## src/design/jrlcg_pkg.sv

```systemverilog
// Shared types and constants of the 48-bit LCG block.
package jrlcg_pkg;

  localparam int unsigned StateW = 48;
  localparam int unsigned ValueW = 32;
  localparam int unsigned BoundW = 31;
  localparam int unsigned DrawW  = 31;

  localparam logic [StateW-1:0] LcgMul = 48'h0005_DEEC_E66D;
  localparam logic [StateW-1:0] LcgAdd = 48'h0000_0000_000B;

  typedef enum logic [1:0] {
    CmdDraw32  = 2'd0,
    CmdBounded = 2'd1,
    CmdLoad    = 2'd2,
    CmdNone    = 2'd3
  } cmd_e;

  typedef struct packed {
    logic latch_in;
    logic acc_init;
    logic mul_step;
    logic div_init;
    logic div_step;
    logic val_draw32;
    logic val_pow2;
    logic val_mod;
    logic val_zero;
    logic out_load;
  } dp_cmd_t;

  typedef struct packed {
    cmd_e cmd;
    logic mul_last;
    logic div_last;
    logic pow2;
    logic reject;
  } dp_sts_t;

endpackage

```

## src/design/java_random_lcg.sv

```systemverilog
// Flow: a 32-bit draw or a power-of-two bounded draw goes through dispatch, the serial multiply
// of the 48-bit state in 16-bit slices, select and output load; a seed load or the unused command
// goes from dispatch to the output load; any other bound adds the one-bit-a-cycle remainder and a
// check, and each redraw repeats multiply, remainder and check. One request at a time, the next
// taken in the cycle after the result is loaded; the next is taken while a result waits in the output
// register. Reset (rst_ni low, asynchronous) clears the generator state to zero.
module java_random_lcg (
  input  logic        clk_i,
  input  logic        rst_ni,
  input  logic        s_tvalid_i,
  output logic        s_tready_o,
  input  logic [79:0] s_tdata_i,   // seed_value[47:0], bound[78:48], zero pad [79]
  input  logic [1:0]  s_tuser_i,   // cmd[1:0]
  output logic        m_tvalid_o,
  input  logic        m_tready_i,
  output logic [79:0] m_tdata_o    // value[31:0] (signed), seed_readback[79:32]
);

  jrlcg_pkg::dp_cmd_t           cmd;
  jrlcg_pkg::dp_sts_t           sts;
  logic [jrlcg_pkg::ValueW-1:0] out_value;
  logic [jrlcg_pkg::StateW-1:0] out_seed;

  jrlcg_ctrl u_ctrl (
    .clk_i      (clk_i),
    .rst_ni     (rst_ni),
    .s_tvalid_i (s_tvalid_i),
    .s_tready_o (s_tready_o),
    .m_tvalid_o (m_tvalid_o),
    .m_tready_i (m_tready_i),
    .sts_i      (sts),
    .cmd_o      (cmd)
  );

  jrlcg_dp u_dp (
    .clk_i       (clk_i),
    .rst_ni      (rst_ni),
    .cmd_i       (cmd),
    .sts_o       (sts),
    .in_cmd_i    (s_tuser_i),
    .in_seed_i   (s_tdata_i[47:0]),
    .in_bound_i  (s_tdata_i[78:48]),
    .out_value_o (out_value),
    .out_seed_o  (out_seed)
  );

  assign m_tdata_o = {out_seed, out_value};

endmodule

```

## src/design/jrlcg_dp.sv

```systemverilog
// Datapath: LCG state, serial constant multiply, restoring divider, result registers.
module jrlcg_dp (
  input  logic                               clk_i,
  input  logic                               rst_ni,
  input  jrlcg_pkg::dp_cmd_t                 cmd_i,
  output jrlcg_pkg::dp_sts_t                 sts_o,
  input  logic [1:0]                         in_cmd_i,
  input  logic [jrlcg_pkg::StateW-1:0]       in_seed_i,
  input  logic [jrlcg_pkg::BoundW-1:0]       in_bound_i,
  output logic [jrlcg_pkg::ValueW-1:0]       out_value_o,
  output logic [jrlcg_pkg::StateW-1:0]       out_seed_o
);

  logic [1:0]                         cmd_q;
  logic [jrlcg_pkg::BoundW-1:0]       bound_q;
  logic [jrlcg_pkg::StateW-1:0]       state_q, state_d;
  logic [jrlcg_pkg::StateW-1:0]       acc_q, acc_d;
  logic [1:0]                         mul_idx_q;
  logic [4:0]                         div_idx_q;
  logic [jrlcg_pkg::BoundW-1:0]       rem_q, rem_d;
  logic [jrlcg_pkg::ValueW-1:0]       value_q, value_d;
  logic [jrlcg_pkg::ValueW-1:0]       out_value_q;
  logic [jrlcg_pkg::StateW-1:0]       out_seed_q;

  logic [15:0]                        chunk;
  logic [50:0]                        pp;
  logic [jrlcg_pkg::StateW-1:0]       pp_sh;
  logic [jrlcg_pkg::DrawW-1:0]        r;
  logic [jrlcg_pkg::BoundW:0]         rem_sh;
  logic [61:0]                        prod;
  logic [jrlcg_pkg::ValueW-1:0]       chk_sum;

  assign r = state_q[jrlcg_pkg::StateW-1 -: jrlcg_pkg::DrawW];

  // one 16-bit slice of the state times the multiplier per cycle
  always_comb begin
    case (mul_idx_q)
      2'd0:    chunk = state_q[15:0];
      2'd1:    chunk = state_q[31:16];
      2'd2:    chunk = state_q[47:32];
      default: chunk = '0;
    endcase
    pp = 51'(chunk) * 51'(jrlcg_pkg::LcgMul);
    case (mul_idx_q)
      2'd0:    pp_sh = pp[47:0];
      2'd1:    pp_sh = {pp[31:0], 16'b0};
      2'd2:    pp_sh = {pp[15:0], 32'b0};
      default: pp_sh = '0;
    endcase
    acc_d = acc_q + pp_sh;
  end

  always_comb begin
    state_d = state_q;
    if (cmd_i.latch_in && in_cmd_i == jrlcg_pkg::CmdLoad) begin
      state_d = in_seed_i ^ jrlcg_pkg::LcgMul;
    end else if (cmd_i.mul_step && sts_o.mul_last) begin
      state_d = acc_d;
    end
  end

  // restoring division, one quotient bit a cycle
  always_comb begin
    rem_sh = {rem_q, r[div_idx_q]};
    if (rem_sh >= {1'b0, bound_q}) begin
      rem_d = jrlcg_pkg::BoundW'(rem_sh - {1'b0, bound_q});
    end else begin
      rem_d = rem_sh[jrlcg_pkg::BoundW-1:0];
    end
  end

  assign prod    = 62'(bound_q) * 62'(r);
  assign chk_sum = {1'b0, r} - {1'b0, rem_q} + {1'b0, bound_q} - 32'd1;

  always_comb begin
    value_d = value_q;
    if (cmd_i.val_draw32) begin
      value_d = state_q[jrlcg_pkg::StateW-1 -: jrlcg_pkg::ValueW];
    end else if (cmd_i.val_pow2) begin
      value_d = {1'b0, prod[61:31]};
    end else if (cmd_i.val_mod) begin
      value_d = {1'b0, rem_q};
    end else if (cmd_i.val_zero) begin
      value_d = '0;
    end
  end

  always_ff @(posedge clk_i or negedge rst_ni) begin
    if (!rst_ni) begin
      state_q   <= '0;
      mul_idx_q <= '0;
      div_idx_q <= '0;
    end else begin
      state_q <= state_d;
      if (cmd_i.acc_init) begin
        mul_idx_q <= '0;
      end else if (cmd_i.mul_step) begin
        mul_idx_q <= mul_idx_q + 2'd1;
      end
      if (cmd_i.div_init) begin
        div_idx_q <= 5'(jrlcg_pkg::DrawW - 1);
      end else if (cmd_i.div_step) begin
        div_idx_q <= div_idx_q - 5'd1;
      end
    end
  end

  always_ff @(posedge clk_i) begin
    if (cmd_i.latch_in) begin
      cmd_q   <= in_cmd_i;
      bound_q <= in_bound_i;
    end
    if (cmd_i.acc_init) begin
      acc_q <= jrlcg_pkg::LcgAdd;
    end else if (cmd_i.mul_step) begin
      acc_q <= acc_d;
    end
    if (cmd_i.div_init) begin
      rem_q <= '0;
    end else if (cmd_i.div_step) begin
      rem_q <= rem_d;
    end
    value_q <= value_d;
    if (cmd_i.out_load) begin
      out_value_q <= value_q;
      out_seed_q  <= state_q ^ jrlcg_pkg::LcgMul;
    end
  end

  assign sts_o.cmd      = jrlcg_pkg::cmd_e'(cmd_q);
  assign sts_o.mul_last = (mul_idx_q == 2'd2);
  assign sts_o.div_last = (div_idx_q == 5'd0);
  assign sts_o.pow2     = ((bound_q & (~bound_q + 31'd1)) == bound_q);
  assign sts_o.reject   = chk_sum[jrlcg_pkg::ValueW-1];

  assign out_value_o = out_value_q;
  assign out_seed_o  = out_seed_q;

  a_state_hold: assert property (@(posedge clk_i) disable iff (!rst_ni)
    !(cmd_i.mul_step && sts_o.mul_last) && !cmd_i.latch_in |=> $stable(state_q))
    else $error("LCG state changed outside a step or load");

  a_rem_range: assert property (@(posedge clk_i) disable iff (!rst_ni)
    cmd_i.div_step |-> (rem_q < bound_q))
    else $error("partial remainder not below bound");

  a_pow2_range: assert property (@(posedge clk_i) disable iff (!rst_ni)
    cmd_i.val_pow2 |=> (value_q < {1'b0, bound_q}) || (bound_q == '0))
    else $error("power-of-two draw out of range");

endmodule

```

## src/design/jrlcg_ctrl.sv

```systemverilog
// Controller: sequences multiply, divide and redraw steps and the output register.
module jrlcg_ctrl (
  input  logic                  clk_i,
  input  logic                  rst_ni,
  input  logic                  s_tvalid_i,
  output logic                  s_tready_o,
  output logic                  m_tvalid_o,
  input  logic                  m_tready_i,
  input  jrlcg_pkg::dp_sts_t    sts_i,
  output jrlcg_pkg::dp_cmd_t    cmd_o
);

  typedef enum logic [6:0] {
    SIdle = 7'b0000001,
    SDisp = 7'b0000010,
    SMul  = 7'b0000100,
    SSel  = 7'b0001000,
    SDiv  = 7'b0010000,
    SChk  = 7'b0100000,
    SDone = 7'b1000000
  } state_e;

  state_e state_q, state_d;
  logic   m_tvalid_q;

  always_comb begin
    state_d    = state_q;
    cmd_o      = '0;
    s_tready_o = 1'b0;
    unique case (state_q)
      SIdle: begin
        s_tready_o = 1'b1;
        if (s_tvalid_i) begin
          cmd_o.latch_in = 1'b1;
          state_d        = SDisp;
        end
      end
      SDisp: begin
        case (sts_i.cmd) inside
          jrlcg_pkg::CmdDraw32, jrlcg_pkg::CmdBounded: begin
            cmd_o.acc_init = 1'b1;
            state_d        = SMul;
          end
          default: begin
            cmd_o.val_zero = 1'b1;
            state_d        = SDone;
          end
        endcase
      end
      SMul: begin
        cmd_o.mul_step = 1'b1;
        if (sts_i.mul_last) begin
          state_d = SSel;
        end
      end
      SSel: begin
        if (sts_i.cmd == jrlcg_pkg::CmdDraw32) begin
          cmd_o.val_draw32 = 1'b1;
          state_d          = SDone;
        end else if (sts_i.pow2) begin
          cmd_o.val_pow2 = 1'b1;
          state_d        = SDone;
        end else begin
          cmd_o.div_init = 1'b1;
          state_d        = SDiv;
        end
      end
      SDiv: begin
        cmd_o.div_step = 1'b1;
        if (sts_i.div_last) begin
          state_d = SChk;
        end
      end
      SChk: begin
        // rejected draw: step the generator again
        if (sts_i.reject) begin
          cmd_o.acc_init = 1'b1;
          state_d        = SMul;
        end else begin
          cmd_o.val_mod = 1'b1;
          state_d       = SDone;
        end
      end
      SDone: begin
        if (!m_tvalid_q || m_tready_i) begin
          cmd_o.out_load = 1'b1;
          state_d        = SIdle;
        end
      end
      default: state_d = SIdle;
    endcase
  end

  always_ff @(posedge clk_i or negedge rst_ni) begin
    if (!rst_ni) begin
      state_q    <= SIdle;
      m_tvalid_q <= 1'b0;
    end else begin
      state_q <= state_d;
      if (cmd_o.out_load) begin
        m_tvalid_q <= 1'b1;
      end else if (m_tready_i) begin
        m_tvalid_q <= 1'b0;
      end
    end
  end

  assign m_tvalid_o = m_tvalid_q;

  a_idle_no_work: assert property (@(posedge clk_i) disable iff (!rst_ni)
    s_tready_o |-> !(cmd_o.mul_step || cmd_o.div_step))
    else $error("request taken while arithmetic busy");

  a_load_shows: assert property (@(posedge clk_i) disable iff (!rst_ni)
    cmd_o.out_load |=> m_tvalid_o && state_q == SIdle)
    else $error("result load did not raise valid");

  a_no_overwrite: assert property (@(posedge clk_i) disable iff (!rst_ni)
    m_tvalid_o && !m_tready_i |-> !cmd_o.out_load)
    else $error("pending result overwritten");

endmodule

```

## config.mk

```make
export PLATFORM = sky130hd
export DESIGN_NAME = java_random_lcg
export DESIGN_NICKNAME = d
export VERILOG_FILES = /design/src/design/jrlcg_pkg.sv /design/src/design/java_random_lcg.sv /design/src/design/jrlcg_dp.sv /design/src/design/jrlcg_ctrl.sv
export SDC_FILE = /design/constraint.sdc
export NUM_CORES = 2
export LEC_CHECK = 0
export BUFFER_PORTS_ARGS = -buffer_cell sky130_fd_sc_hd__buf_4
export CAP_MARGIN = 20
export CELL_PAD_IN_SITES_DETAIL_PLACEMENT = 1
export CELL_PAD_IN_SITES_GLOBAL_PLACEMENT = 2
export CORE_AREA = 2 2 370 372
export DETAILED_ROUTE_END_ITERATION = 8
export DIE_AREA = 0 0 372 374
export GPL_ROUTABILITY_DRIVEN = 0
export PLACE_DENSITY = 0.8
export RECOVER_POWER = 100
export SYNTH_ARGS = -nofsm -noshare
export SYNTH_HDL_FRONTEND = slang
export SYNTH_SLANG_ARGS = --single-unit
export TNS_END_PERCENT = 5
```

## constraint.sdc

```tcl
create_clock -name clk_i -period 10.9 [get_ports clk_i]
set_clock_uncertainty 0.2 [all_clocks]
set_input_delay 2.18 -clock clk_i [delete_from_list [all_inputs] [get_ports clk_i]]
set_output_delay 2.18 -clock clk_i [all_outputs]
set_load 0.02 [all_outputs]
```

==> impl_metrics.yaml <==
outcome:
  status: "complete, but fails checks"
  failed_checks: "max-capacitance violations, max-slew violations"
routing:
  routed_wl_mm: 216
  wire_per_inst_um: 26.5
  drc: 0
  avgViaCountPerCell: 5.55
  route.vias.total: 45364
  ant_nets: 0
  dr.pass1.iters: 8
  drt_iter0_drc: 3261
clocking:
  clk_pin_slew_ps: 60
  cts_sinks: 287
  cts_tree: "done"
  numCtsBuffers: 39
  insertion_delay_ps: 640
  cts_max_level: 2
  clk_path_buf_depth: 3
  root_buffer: "clkbuf_16"
grt:
  first_global_vias: 49888
  gr-total-overflow: 0
  grt_pass1_wl_mm: 324
  grt_util_all_layers_pct: 31.6
  grt_max_degree: 67
  antenna_found_initial: 16
sta:
  rsz0062_at_grt: "true"
  setup_tns_ps: 0
  worst_pin_slew_ps: 3920
  clock.fmax_ghz: 0.0950
  setup_violations: 0
  hold_viol_final: 0
  worst_slack_ps: 377
  max-slew-margin-rel_pct: -161
  fin_crit_ps: 10520
  maxSlewViolCount: 582
  min_period_over_period_pct: 96.5
synthesis:
  ys_ff_latch: 287
  synth_nets: 7970
  synth_cells: 6264
  netlist_area_um2: 56400
  synth.avg_cell_area_um2: 9.00
  ys_seq_area_share_pct: 13.3
  synthFlopType: "edfxtp_1"
  async_reset_ff_share_pct: 22.0
  synth-edff-count: 145
  ys_types: 85
  yosysWarnings: 0
hold_path:
  hold_path_startpoint: "u_dp.value_q[11]$_DFFE_PP_"
  min-delay-path-class: "flip-flop to flip-flop"
  min_to: "u_dp.out_value_o[11]$_DFFE_PP_"
  min_path_cells: 0
critical_path:
  crit-reg2reg-launch: "u_dp.state_q[18]$_DFFE_PN0P_"
  crit_path_max_fanout: 34
  worst_ep_required_time_ps: 11050
  rr_worst_depth: 28
  r2r-end: "u_dp.value_q[30]$_DFFE_PP_"
  crit_arrival_ps: 10670
  slowest_delay_ps: 1670
  crit_path_top_delay_cell: "clkbuf_1"
  reg2reg_slack_ps: 380
  critical_path.endpoint_type: "flip-flop"
  worstSetupPathType: "flip-flop to flip-flop"
  worst_path_most_repeated_cell: "fa_1"
  crit_path_start_kind: "flip-flop"
  crit_path_start: "u_dp.state_q[18]$_DFFE_PN0P_"
floorplan:
  fp.dieH_um: 374
  dieWidth_um: 372
  ios: 168
  die_area_um2: 139000
  start_util_pct: 41.8
  fp-row-count: 135
  fp.coreArea_um2: 135000
finish:
  fill_cells: 15721
  syn_to_final_growth_pct: 8.52
  final_nets: 8054
  drive_gt1_share_pct: 5.93
job:
  drv_cap: 17
placement:
  post-place-ws_ps: -75.2
  port-buffer-count: 166
  hpwl_mm: 173
[cell type report]
cell class | instances | area (um^2) | share of cell area (%)
diodes | 10 | 25.0 | 0.0409
clock buffers | 42 | 1010 | 1.65
clock inverters | 30 | 400 | 0.655
inverters | 1373 | 5150 | 8.43
multi-input cells | 4292 | 42500 | 69.5
flip-flops and latches | 287 | 7530 | 12.3
well taps | 1781 | 2230 | 3.64
repair buffers | 355 | 2280 | 3.73
[sequential cells by signal (all words and copies together), names as in the netlist]
name,flops
u_dp.acc_q,48
u_dp.out_seed_o,48
u_dp.state_q,48
u_dp.out_value_o,32
u_dp.value_q,32
u_dp.bound_q,31
u_dp.rem_q,31
u_ctrl.state_q,7
u_dp.div_idx_q,5
u_dp.cmd_q,2
u_dp.mul_idx_q,2
u_ctrl.m_tvalid_o,1
[how the worst max path moves through the flow]
stage	slack, ps	endpoint	depth (start not counted)
after floorplan	1320	u_dp.acc_q[47]$_SDFFE_PP0P_	41
after global placement	160	u_dp.state_q[40]$_DFFE_PN0P_	42
after detailed placement	-80	u_dp.acc_q[47]$_SDFFE_PP0P_	37
after CTS	10	u_dp.state_q[42]$_DFFE_PN0P_	42
after global routing	-30	u_dp.state_q[42]$_DFFE_PN0P_	40
final	380	u_dp.value_q[30]$_DFFE_PP_	28
[timing repair]
action                     4_1_cts  5_1_grt
hold buffers                     0        0
setup buffers                    0        0
pin swaps                        0        1
resized for setup                1       13
hold endpoints to repair         0        0
setup endpoints to repair        6       21
[logic make-up after synthesis]
family / after synthesis / share of synthesized area [%]
xor gates and xnor gates: 154 / 2.39
muxes: 20 / 0.560
buffers and inverters: 1685 / 11.3
AOI/OAI and AO/OA: 842 / 9.43
and+or+nand+nor: 1652 / 12.4
DFF: 287 / 13.3
adders and majority gates: 1624 / 50.6
[routing by layer]
layer	vias to the layer above	wire length (um)	GRT usage (%)
met5	-	25	0
met4	4	12800	15.0
met3	475	14100	4.39
met2	1584	103000	52.9
met1	23738	85800	40.1
li1	19563	-	-
[cell usage in the layout (no fill, tap or decap), types with 14 or more instances in the layout]
cell / Yosys / final
a211oi_1: 20 / 19
a21o_1: 93 / 93
a21oi_1: 269 / 268
a22o_1: 14 / 14
a22oi_1: 52 / 52
a31oi_1: 18 / 18
and2_1: 49 / 48
and3_1: 16 / 16
buf_4: 0 / 213
clkbuf_1: 248 / 115
clkbuf_16: 0 / 40
clkbuf_4: 0 / 26
dfrtp_1: 62 / 50
dfxtp_1: 79 / 79
edfxtp_1: 145 / 145
fa_1: 1092 / 1091
ha_1: 528 / 521
inv_1: 1366 / 1367
nand2_1: 999 / 999
nand2b_1: 37 / 37
nand3_1: 73 / 73
nand4_1: 34 / 35
nor2_1: 330 / 327
nor2b_1: 27 / 27
nor3_1: 35 / 33
o211ai_1: 17 / 17
o21ai_0: 171 / 170
o21ai_1: 20 / 21
o21bai_1: 19 / 19
o22ai_1: 20 / 19
xnor2_1: 95 / 95
xor2_1: 59 / 59
[critical path, delay by kind of cell, from the launching register on]
kind                     cells  cell delay (ps)
AO/OA/AOI/OAI                8             2540
XOR/XNOR                     1              160
adder cells (fa/ha/maj)      8             3940
buffers and inverters        6             1920
flip-flops                   1              360
AND/OR/NAND/NOR              5             1050
[metrics by stage]
step           util [%]  area (um^2)  std cells  hold slack (ps)
6_report           45.3        61100       8170              213
4_1_cts            45.6        61600       8158              216
3_5_place_dp       44.6        60200       8086              206
3_3_place_gp       44.6        60200       8086              201
2_1_floorplan         -        56400       6264              200
5_1_grt            45.3        61100       8167              224
[Yosys cell counts, drive strengths merged (49+ instances only)]
| cell type | count | share of area (%) |
|---|---|---|
| inv | 1370 | 9.1 |
| fa | 1092 | 39 |
| nand2 | 999 | 6.7 |
| ha | 528 | 12 |
| nor2 | 330 | 2.2 |
| a21oi | 271 | 2.4 |
| clkbuf | 248 | 1.7 |
| o21ai | 191 | 1.7 |
| edfxtp | 145 | 7.7 |
| xnor2 | 95 | 1.5 |
| a21o | 93 | 1.2 |
| dfxtp | 79 | 2.8 |
| nand3 | 74 | 0.67 |
| buf | 64 | 0.47 |
| dfrtp | 62 | 2.8 |
| xor2 | 59 | 0.92 |
| a22oi | 52 | 0.69 |
| and2 | 49 | 0.54 |
Power is not shown: default switching activity piles up to over one toggle a cycle in this logic, so the estimate is an artifact.
